File: src/sv/ctc_pkg.sv
// ctc_pkg: payload structs, calendar constants and the month length table
// for the calendar tick clock. No dependencies.
package ctc_pkg;

    localparam logic OP_TICK = 1'b0;
    localparam logic OP_LOAD = 1'b1;

    localparam logic [5:0] SECONDS_PER_MINUTE = 6'd60;
    localparam logic [5:0] MINUTES_PER_HOUR   = 6'd60;
    localparam logic [4:0] HOURS_PER_DAY      = 5'd24;
    localparam logic [3:0] MONTHS_END         = 4'd13;
    localparam logic [3:0] MONTH_FIRST        = 4'd1;

    localparam logic [4:0] DAYS_SHORT = 5'd28;
    localparam logic [4:0] DAYS_LONG  = 5'd31;
    localparam logic [4:0] DAYS_MID   = 5'd30;

    localparam logic [7:0] SAVE_INTERVAL_RESET = 8'd100;

    typedef struct packed {
        logic        op;
        logic [6:0]  load_centisecond;
        logic [5:0]  load_second;
        logic [5:0]  load_minute;
        logic [4:0]  load_hour;
        logic [4:0]  load_day;
        logic [3:0]  load_month;
        logic [15:0] load_year;
    } ctc_in_t;

    typedef struct packed {
        logic [6:0]  centisecond;
        logic [5:0]  second;
        logic [5:0]  minute;
        logic [4:0]  hour;
        logic [4:0]  day;
        logic [3:0]  month;
        logic [15:0] year;
        logic        save_now;
    } ctc_out_t;

    // calendar counters above the sub-second counter
    typedef struct packed {
        logic [5:0]  second;
        logic [5:0]  minute;
        logic [4:0]  hour;
        logic [4:0]  day;
        logic [3:0]  month;
        logic [15:0] year;
    } ctc_cal_t;

    // no leap years; any code outside 1..12 counts as a 30-day month
    function automatic logic [4:0] month_length(input logic [3:0] m);
        logic [4:0] len;
        case (m)
            4'd2:   len = DAYS_SHORT;
            4'd1, 4'd3, 4'd5, 4'd7, 4'd8, 4'd10, 4'd12: len = DAYS_LONG;
            default: len = DAYS_MID;
        endcase
        return len;
    endfunction

endpackage

File: src/sv/calendar_tick_clock.sv
// calendar_tick_clock: top level of the tick-driven calendar clock.
// Depends on ctc_pkg and ctc_advance.
//
//  channel  | ports                         | payload
//  ---------+-------------------------------+-----------------------------
//  input    | s_valid, s_ready, s_data      | ctc_in_t  (tick or load)
//  result   | m_valid, m_ready, m_data      | ctc_out_t (time, save strobe)
//  config   | cfg_wr_en, cfg_wr_data        | save_interval, 8 bits
//
// One transaction per cycle sustained while m_ready holds; each result is held in
// the single result register and appears in the cycle after its input transaction.
// The input side accepts whenever the result register is empty or being
// drained in the same cycle, so a stalled result holds only one transaction.
// Reset (aresetn low, synchronous) sets the time to day 0 of month 1 of year
// 0, the save interval and countdown to 100, and empties the result register.
module calendar_tick_clock #(
    parameter int TICKS_PER_SECOND = 100
) (
    input  logic              aclk,
    input  logic              aresetn,
    input  logic              s_valid,
    output logic              s_ready,
    input  ctc_pkg::ctc_in_t  s_data,
    output logic              m_valid,
    input  logic              m_ready,
    output ctc_pkg::ctc_out_t m_data,
    input  logic              cfg_wr_en,
    input  logic [7:0]        cfg_wr_data
);
    import ctc_pkg::*;

    // hold at least the 7-bit load field, more when a second has more ticks
    localparam int CENTI_W = (TICKS_PER_SECOND > 128) ? $clog2(TICKS_PER_SECOND) : 7;
    localparam logic [CENTI_W-1:0] CENTI_LAST = CENTI_W'(TICKS_PER_SECOND - 1);

    logic [CENTI_W-1:0] centi_reg, centi_next;
    ctc_cal_t           cal_reg, cal_next, cal_adv;
    logic [7:0]         countdown_reg, countdown_next;
    logic [7:0]         interval_reg;
    logic               m_valid_reg;
    ctc_out_t           m_data_reg, m_data_next;

    logic               accept;
    logic               centi_carry;
    logic [7:0]         countdown_dec;
    logic               save_hit;

    assign s_ready = !m_valid_reg || m_ready;
    assign accept  = s_valid && s_ready;
    assign m_valid = m_valid_reg;
    assign m_data  = m_data_reg;

    // sub-second counter carries at or above its last value, so a bad load recovers
    assign centi_carry   = !(centi_reg < CENTI_LAST);
    assign countdown_dec = countdown_reg - 8'd1;
    assign save_hit      = (countdown_dec == 8'd0);

    ctc_advance u_advance (
        .carry_in (centi_carry),
        .cal_cur  (cal_reg),
        .cal_nxt  (cal_adv)
    );

    always_comb begin
        centi_next     = centi_reg;
        cal_next       = cal_reg;
        countdown_next = countdown_reg;
        if (s_data.op == OP_LOAD) begin
            // load every calendar counter; leave the save countdown alone
            centi_next     = CENTI_W'(s_data.load_centisecond);
            cal_next.second = s_data.load_second;
            cal_next.minute = s_data.load_minute;
            cal_next.hour   = s_data.load_hour;
            cal_next.day    = s_data.load_day;
            cal_next.month  = s_data.load_month;
            cal_next.year   = s_data.load_year;
        end else begin
            centi_next     = centi_carry ? '0 : centi_reg + CENTI_W'(1);
            cal_next       = cal_adv;
            countdown_next = save_hit ? interval_reg : countdown_dec;
        end
        m_data_next.centisecond = centi_next[6:0];
        m_data_next.second      = cal_next.second;
        m_data_next.minute      = cal_next.minute;
        m_data_next.hour        = cal_next.hour;
        m_data_next.day         = cal_next.day;
        m_data_next.month       = cal_next.month;
        m_data_next.year        = cal_next.year;
        m_data_next.save_now    = (s_data.op == OP_TICK) && save_hit;
    end

    always_ff @(posedge aclk) begin
        if (!aresetn) begin
            centi_reg     <= '0;
            cal_reg       <= '{second: '0, minute: '0, hour: '0, day: '0,
                               month: MONTH_FIRST, year: '0};
            countdown_reg <= SAVE_INTERVAL_RESET;
            interval_reg  <= SAVE_INTERVAL_RESET;
            m_valid_reg   <= 1'b0;
        end else begin
            if (cfg_wr_en) begin
                interval_reg <= cfg_wr_data;
            end
            if (accept) begin
                centi_reg     <= centi_next;
                cal_reg       <= cal_next;
                countdown_reg <= countdown_next;
                m_valid_reg   <= 1'b1;
            end else if (m_ready) begin
                m_valid_reg   <= 1'b0;
            end
        end
    end

    always_ff @(posedge aclk) begin
        if (accept) begin
            m_data_reg <= m_data_next;
        end
    end

    // a load never raises the save strobe
    a_load_no_save: assert property (@(posedge aclk) disable iff (!aresetn)
        accept && s_data.op == OP_LOAD |=> !m_data.save_now)
        else $error("save strobe on a load transaction");

    // a load shows the loaded year in its result
    a_load_year: assert property (@(posedge aclk) disable iff (!aresetn)
        accept && s_data.op == OP_LOAD |=> m_data.year == $past(s_data.load_year))
        else $error("loaded year not reflected in result");

    // countdown expiry reloads from the interval and strobes
    a_save_reload: assert property (@(posedge aclk) disable iff (!aresetn)
        accept && s_data.op == OP_TICK && countdown_reg == 8'd1
        |=> countdown_reg == $past(interval_reg) && m_data.save_now)
        else $error("save countdown did not reload on expiry");

    // input stalls only behind a result that is waiting
    a_stall_cause: assert property (@(posedge aclk) disable iff (!aresetn)
        !s_ready |-> m_valid && !m_ready)
        else $error("input stalled without a pending result");

endmodule

File: src/sv/ctc_advance.sv
// ctc_advance: combinational carry cascade from seconds through year.
// Depends on ctc_pkg.
module ctc_advance (
    input  logic               carry_in,
    input  ctc_pkg::ctc_cal_t  cal_cur,
    output ctc_pkg::ctc_cal_t  cal_nxt
);
    import ctc_pkg::*;

    logic [5:0]  sec_inc;
    logic [5:0]  min_inc;
    logic [4:0]  hour_inc;
    logic [4:0]  day_inc;
    logic [3:0]  month_inc;

    always_comb begin
        sec_inc   = cal_cur.second + 6'd1;
        min_inc   = cal_cur.minute + 6'd1;
        hour_inc  = cal_cur.hour + 5'd1;
        day_inc   = cal_cur.day + 5'd1;
        month_inc = cal_cur.month + 4'd1;
        cal_nxt   = cal_cur;
        if (carry_in) begin
            cal_nxt.second = sec_inc;
            if (sec_inc >= SECONDS_PER_MINUTE) begin
                cal_nxt.second = '0;
                cal_nxt.minute = min_inc;
                if (min_inc >= MINUTES_PER_HOUR) begin
                    cal_nxt.minute = '0;
                    cal_nxt.hour   = hour_inc;
                    if (hour_inc >= HOURS_PER_DAY) begin
                        cal_nxt.hour = '0;
                        cal_nxt.day  = day_inc;
                        if (day_inc >= month_length(cal_cur.month)) begin
                            cal_nxt.day   = '0;
                            cal_nxt.month = month_inc;
                            // past December, or wrapped to zero from 15
                            if (month_inc >= MONTHS_END || month_inc == 4'd0) begin
                                cal_nxt.month = MONTH_FIRST;
                                cal_nxt.year  = cal_cur.year + 16'd1;
                            end
                        end
                    end
                end
            end
        end
    end

endmodule

File: config.mk
export PLATFORM = sky130hd
export DESIGN_NAME = calendar_tick_clock
export DESIGN_NICKNAME = d
export VERILOG_FILES = /design/src/sv/ctc_pkg.sv /design/src/sv/calendar_tick_clock.sv /design/src/sv/ctc_advance.sv
export SDC_FILE = /design/constraint.sdc
export NUM_CORES = 1
export LEC_CHECK = 0
export BUFFER_PORTS_ARGS = -buffer_cell sky130_fd_sc_hd__buf_2
export CAP_MARGIN = 40
export CORE_ASPECT_RATIO = 1.4
export CORE_MARGIN = 2
export CORE_UTILIZATION = 40
export CTS_CLUSTER_DIAMETER = 200
export DETAILED_ROUTE_END_ITERATION = 7
export GPL_ROUTABILITY_DRIVEN = 0
export HOLD_SLACK_MARGIN = 0.05
export PLACE_DENSITY_LB_ADDON = 0.25
export SYNTH_ARGS = -nofsm -noshare
export SYNTH_HDL_FRONTEND = slang
export SYNTH_SLANG_ARGS = --single-unit
File: constraint.sdc
create_clock -name aclk -period 5.2 [get_ports aclk]
set_input_delay 0.26 -clock aclk [delete_from_list [all_inputs] [get_ports aclk]]
set_output_delay 0.26 -clock aclk [all_outputs]
set_load 0.01 [all_outputs]
==> impl_results.md, run 1 <==
* Outcome: finished clean
* Async SR Flop Fraction at 0%
* Port Buffers at 114
* Critical path type: reg2reg
* N_diodes at 0
* Routed length on met3 at around 810 um
* Crit-path cells: ha_1 -> nor2b_1 -> nand2_1 -> a211oi_2 -> and3_1 -> o21ai_1 -> a221o_1 -> or3_1
* Largest net degree at the start of global routing at 57
* Sink Count at 118
* DR iter-0 viols at 309
* Nets at between 900 and 1,000
* Clock Power Share at between 40% and 50%
* Logic pwr share at between 10% and 20%
* CP peak stage delay at roughly 570 ps
* Slew headroom at a little under half
* Max reg flops at 50
* Die Y at roughly 160 um
* Crit-path max FO at 9
* Multi-input logic area at between 3000 and 4000 sq um
* Synthesized cell area at between 6000 and 7000 sq um
* CTS buffer count at 17
* Register area at ~2900 sq um
* Hold WC Path Type: in2reg
* Flops & latches, synth at 118
* Worst path slowest cell: a211oi_2
* Via count at approximately 5,900
* Synth warn at 0
* Switching share of total power at between 20% and 30%
* WL met1 at 7155 um
* Fin crit share at between 60% and 70%
* Maxcap violations at 0
* GRT Util Overall at 19.99%
* DR DRC count at 0
* Initial antenna violation count at 0
* Post-cts sizing count at 0
* Wire per inst at roughly 16 um
* Clock Skew at roughly 8.4 ps
* Setup TNS at 0 ps
* Post-synth EDFFs at 50
* Internal at between 0.0015 and 0.002 W
* Seq/Total Area, Yosys at 43.36%
* Yosys cell types at 77
* Pre-Repair DR Iteration Count at 4
* I/O pin count at approximately 120
* Initial core utilization at 40.83%
* Sw power at about 0.00062 W
* Area growth from synthesis to layout at 19.90%
* Pwr dens at 325.4 nW/um^2
* Clk buf depth at 2
* Leakage at a little over 3 nW
* Clk root buf: clkbuf_16
* Worst Path Required at approximately 5500 ps
* Die area at around 18,000 sq um
* Avg Inst Size Synth at approximately 8.7 sq um
* Slew @ Worst Pin at between 700 and 800 ps
* Vias in the first global route at roughly 5,600
* Fin crit period at about 3100 ps
* Die W at around 110 um
* Crit start category: register
* WL met2 at roughly 8800 um
* Max Freq at approximately 320 MHz
* CTS H-Tree Depth at 4
* Via density at about 5.5
* Power share of the sequential group at between 40% and 50%
* Fill count at between 1,500 and 2,000
* Core area at 16,170 sq um
* First-pass GRT wire length at 28,010 um
* Grt ovf at 0
* Post-DRT Antenna Nets at 0
* Critical Path Sink Type: register
* WP data arrival at about 3400 ps
* Max layer used: met4
* Final setup violating endpoints at 0
* Post-Syn Instances at 759
* Hpwl dp at around 12,000 um
* Fin. max-slew vios at 0
* Top FF cell, synth: dfxtp_1
* Worst-skew pair later-pin latency at about 420 ps
* Ratio of cells with drive above 1 in the final layout at about a fifth
* Final wirelength at approximately 17,000 um
* Cell Rows at 55
* CTS tree: built
* Peak supply drop at between 0.0002 and 0.00025 V
* Syn nets at 835
* RSZ-0062 raised after global routing: no
* Final hold vios at 0
* Clock-pin slew on the worst setup and hold paths at about 50 ps
* Total power at ~0.0026 W
==> metrics by stage <==
stage                     utilization [%]  area [sq um]  hold WS [ps]  setup WS [ps]  instances
after floorplan                         -          6603         388.4           2180        759
after global placement              45.10          7293         450.0           2206       1034
after detailed placement            45.15          7301         452.2           2113       1035
after CTS                           48.95          7916         53.95           2090       1068
after global routing                48.95          7916         72.83           1760       1068
final                               48.95          7916         66.62           2066       1068
==> timing repair <==
item / 4_1_cts / 5_1_grt
endpoints found under the hold margin: 1 / 0
buffers inserted: 0 / 0
hold buffers: 1 / 0
==> power by group through the flow <==
| stage | registers [W] | logic, W | clock network, W |
|---|---|---|---|
| after global placement | 0.00110 | 0.000277 | 0 |
| after floorplan | 0.00110 | 0.000172 | 0 |
| final | 0.00108 | 0.000278 | 0.00122 |
| after CTS | 0.00108 | 0.000282 | 0.00124 |
| after global routing | 0.00109 | 0.000314 | 0.00127 |
| after detailed placement | 0.00110 | 0.000279 | 0 |
==> logic make-up after synthesis <==
| group | after synthesis | share of synthesized area [%] |
|---|---|---|
| AOI/OAI and AO/OA | 221 | 21.87 |
| xor gates and xnor gates | 25 | 3.316 |
| adders and majority gates | 13 | 2.464 |
| buffers and inverters | 67 | 4.017 |
| DFF | 118 | 43.36 |
| muxes | 18 | 2.843 |
| and+or+nand+nor | 297 | 22.13 |
==> final timing paths <==
kind                    from  cells after the start          endpoint  slack, ps
max              cal_reg[36]                      8          register       2070
min           cfg_wr_data[2]                      3   interval_reg[2]         70
max reg2reg      cal_reg[36]                      8          register       2070
min reg2reg  interval_reg[4]                      2  countdown_reg[4]        450
==> synthesized netlist by cell type, drive strengths merged (4+ instances only) <==
cell type	number	area share, %
o31ai	13	1.5
clkbuf	37	2.1
ha	13	2.5
nand4	9	1.1
or3	5	0.47
or2	4	0.38
a22oi	4	0.45
inv	22	1.3
xor2	8	1.1
nor4	6	0.89
nand3	28	2.3
and3	11	1.0
nand2b	9	0.85
o2bb2ai	4	0.53
o21ai	65	5.0
xnor2	17	2.3
nand2	128	7.3
and2	7	0.66
mux2i	12	1.8
o31a	5	0.66
a21boi	6	0.68
dfxtp	68	21
nor2b	5	0.47
and3b	4	0.53
nor2	51	2.9
a31oi	13	1.2
o41ai	4	0.53
nor3b	4	0.45
buf	8	0.63
nor3	18	1.8
a211oi	4	0.53
o21a	9	1.0
edfxtp	50	23
mux2	6	1.0
a21oi	56	4.2
==> routing by layer <==
| layer | vias to the layer above | global-route usage (%) |
|---|---|---|
| met5 | - | 0 |
| met4 | 0 | 7.085 |
| met3 | 29 | 4.623 |
| met2 | 152 | 35.81 |
| met1 | 2739 | 23.20 |
| li1 | 2963 | - |
==> area by class of cell <==
type	count	share of cell area (%)
tap	199	3.145
inverter	22	1.059
timing repair buffer	123	8.092
clock inverter	11	1.960
multi-input combinational	574	43.89
clock buffer	21	5.690
sequential	118	36.16
==> cells in the final DEF (no fill, tap or decap), types with 5 or more instances in the layout <==
cell	instances
nor3_1	14
o31ai_1	13
edfxtp_1	50
buf_2	114
ha_1	13
nand3_1	26
a31oi_1	13
buf_4	8
dfxtp_1	68
and2_1	7
nor2b_1	5
nor2_1	51
mux2_2	6
xor2_1	8
nand2b_1	9
o21ai_0	62
nand2_1	128
a21oi_1	56
a21boi_0	5
inv_1	21
o21a_1	9
o31a_1	5
mux2i_1	12
and3_1	11
xnor2_1	17
nand4_1	8
clkinv_2	5
or3_1	5
clkbuf_16	17
==> worst max-delay path, delay by kind of cell (launching register included) <==
kind | cells | cell delay (ps)
compound gates | 3 | 1110
flops | 1 | 460
fa+ha+maj | 1 | 320
simple gates | 4 | 1120
(Power assumes the default switching activity.)
==> run 2: changes to the inputs <==
Settings changed: ABC_AREA set to 1.
Clock period 5.2 ns to 2.7 ns, I/O delays scaled along.
==> run 2 against run 1 <==
Net effect: register-to-register slack lost 1800 ps; utilization grew 2.4 points; critical path depth grew 6; worst setup slack lost 1800 ps; worst hold slack lost 14 ps; die area shrank 0.68%; sequential power grew 96%; clock skew grew 1.1 ps; routed wire length shrank 1.2%; clock power grew 98%; first-iteration DRC count grew 5.5%.
==> impl_results.md, run 2 <==
* Outcome: finished clean (unchanged)
* Die area at 17,440 sq um (was 17,560 sq um)
* Max reg flops at 50 (unchanged)
* I/O pin count at 115 (unchanged)
* Leading cell types by count after synthesis: 144 x nand2_1, 109 x inv_1, 76 x nand3_1 (was 128 x nand2_1, 68 x dfxtp_1, 62 x o21ai_0)
* CTS tree: built (unchanged)
* Wire per inst at 14.24 um (was 16.03 um)
* Critical Path Sink Type: register (unchanged)
* Crit-path max FO at 8 (was 9)
* Area growth from synthesis to layout at 26.24% (was 19.90%)
* Clk buf depth at 2 (unchanged)
* Fin crit share at 90.95% (was 60.27%)
* Pre-Repair DR Iteration Count at 4 (unchanged)
* Worst r2r src: cal_reg[36] (unchanged)
* Dpl cells at 1,126 (was 1,035)
* Largest net degree at the start of global routing at 49 (was 57)
* Fill count at 1,585 (was 1,531)
* Sink Count at 118 (unchanged)
* Crit start category: register (unchanged)
* R2R Setup Slk at 240 ps (was 2070 ps)
* Max Freq at 407.2 MHz (was 319.1 MHz)
* Post-synth EDFFs at 50 (unchanged)
* Synthesized cell area at 6556 sq um (was 6603 sq um)
* Initial core utilization at 40.71% (was 40.83%)
* Port Buffers at 114 (unchanged)
* Hpwl dp at 11,640 um (was 11,620 um)
* Final Util at 51.40% (was 48.95%)
* Via density at 4.980 (was 5.508)
* Critical path type: reg2reg (unchanged)
* Clock Skew at 9.495 ps (was 8.369 ps)
* Clk root buf: clkbuf_16 (unchanged)
* First-pass GRT wire length at 28,090 um (was 28,010 um)
* Clock-pin slew on the worst setup and hold paths at 60 ps (was 50 ps)
* Final setup violating endpoints at 0 (unchanged)
* Hold WC Path Type: in2reg (unchanged)
* Die Y at 155.5 um (was 156.0 um)
* Post-Syn Instances at 831 (was 759)
* Final hold vios at 0 (unchanged)
* Fin. max-slew vios at 0 (unchanged)
* Count leader, synth: nand2_1 (unchanged)
* Ratio of cells with drive above 1 in the final layout at 24.17% (was 20.48%)
* Worst R2R End: m_data[22]
* Core area at 16,100 sq um (was 16,170 sq um)
* Hold path startpoint: s_data[46] (was cfg_wr_data[2])
* Pwr dens at 630.3 nW/um^2 (was 325.4 nW/um^2)
* Leakage at 3.829 nW (was 3.101 nW)
* Final wirelength at 16,920 um (was 17,120 um)
* N_diodes at 0 (unchanged)
* Peak supply drop at 0.0004287 V (was 0.0002311 V)
* Cells on worst reg2reg path at 14 (was 8)
* Yosys top cell by area: edfxtp_1 (unchanged)
* Synth area leaders: edfxtp_1 23%, dfxtp_1 21%, nand2_1 8.2% (was edfxtp_1 23%, dfxtp_1 21%, nand2_1 7.3%)
* Syn nets at 907 (was 835)
* Nets at 1,052 (was 932)
* Most common library cell in the layout ignoring fill and taps: nand2_1 (unchanged)
* DR iter-0 viols at 326 (was 309)
* Top cell type's share of synthesized area at 22.90% (was 22.74%)
* Vias in the first global route at 5,917 (was 5,633)
* WHS at 52.18 ps (was 66.62 ps)
* Synth warn at 0 (unchanged)
* Grt ovf at 0 (unchanged)
* Async SR Flop Fraction at 0% (unchanged)
* Seq/Total Area, Yosys at 43.66% (was 43.36%)
* Worst-skew pair later-pin latency at 420 ps (about the same)
* Slew @ Worst Pin at 611.5 ps (was 783.3 ps)
* Flops & latches, synth at 118 (unchanged)
* Commonest non-fill, non-tap cells in the layout: 143 x nand2_1, 114 x buf_2, 109 x inv_1 (was 128 x nand2_1, 114 x buf_2, 68 x dfxtp_1)
* Hold path depth at 3 (unchanged)
* Initial antenna violation count at 0 (unchanged)
* Hold endpoint: m_data[47] (was interval_reg[2])
* Yosys cell types at 49 (was 77)
* GRT Util Overall at 20.02% (was 19.99%)
* Avg Inst Size Synth at 7.890 sq um (was 8.699 sq um)
* CTS H-Tree Depth at 4 (unchanged)
* Total power at 0.005217 W (was 0.002576 W)
* Post-DRT Antenna Nets at 0 (unchanged)
* Via count at 5,916 (was 5,883)
* Maxcap violations at 0 (unchanged)
* Layout Cells excl Fill at 1,188 (was 1,068)
* WP data arrival at 2630 ps (was 3430 ps)
* Die W at 112.2 um (was 112.6 um)
* Fin crit period at 2456 ps (was 3134 ps)
* DR DRC count at 0 (unchanged)
* RSZ-0062 raised after global routing: no (unchanged)
* Cell Rows at 55 (unchanged)
* Top FF cell, synth: dfxtp_1 (unchanged)
* Slew headroom at 59.17% (was 47.59%)
* Worst Path Required at 2880 ps (was 5500 ps)
* Setup TNS at 0 ps (unchanged)
* CTS buffer count at 17 (unchanged)
## run 2: per-stage QoR
step | worst slack [ps] | area, sq um
6_report | 244.3 | 8277
5_1_grt | 19.48 | 8277
2_1_floorplan | 454.6 | 6558
4_1_cts | 149.0 | 8253
3_3_place_gp | 209.0 | 7330
3_5_place_dp | 171.4 | 7350
## run 2: repair_timing
action / in CTS / in global routing
hold endpoints to repair: 33 / 0
gates resized for setup: 0 / 2
endpoints found under the setup margin: 0 / 7
hold buffers: 28 / 0
setup buffers: 0 / 2
## run 2: final cells by class
cell class	count	area [sq um]	share of cell area [%]
timing repair buffer	157	988.4	11.94
sequential	118	2864	34.60
multi-input combinational	557	3079	37.20
inverter	125	473.0	5.714
clock buffer	19	442.9	5.351
tap	199	249.0	3.008
clock inverter	13	180.2	2.177
## run 2: logic make-up after synthesis
family                   count (synthesis)  synth area share [%]
AND/OR/NAND/NOR                        366                 27.96
AO/OA/AOI/OAI                          164                 14.50
buffers and inverters                  156                 9.523
flip-flops                             118                 43.66
XOR/XNOR                                14                 1.870
adder cells (fa/ha/maj)                 13                 2.481
## run 2: worst max-delay path by stage
stage               depth (start not counted)         from    endpoint  slack (ps)
floorplan                                  14  cal_reg[36]  m_data[21]         450
global placement                           14  cal_reg[36]    register         210
detailed placement                         14  cal_reg[36]    register         170
CTS                                        14  cal_reg[36]    register         150
global route                               15  cal_reg[38]    register          20
finish                                     14  cal_reg[36]  m_data[22]         240
## run 2: power by group
part,internal (W),switching (W)
Combinational,0.000272,0.000420
Clock,0.00156,0.000847
Sequential,0.00202,0.0000985
## run 2: critical path, cell delays in order (launching register included)
cell     delay [ps]
dfxtp_1         450
ha_1            220
nand3_1         160
xor2_2          250
nand2_4         100
nor2_4          180
buf_4           180
nand2_8          70
nor2_8          130
inv_2           110
nand2_1          70
nand2_1          50
nand2_1          60
o21a_1          150
inv_1            40
## run 2: metal layers
layer  vias up  track usage, %  routed length [um]  share of wire, %
li1       3052               -                   -                 -
met4         0           7.666                 347               2.1
met5         -               0                   0                 0
met1      2697           21.77                6795                40
met3        26           3.701                 833               4.9
met2       141           38.10                8944                53
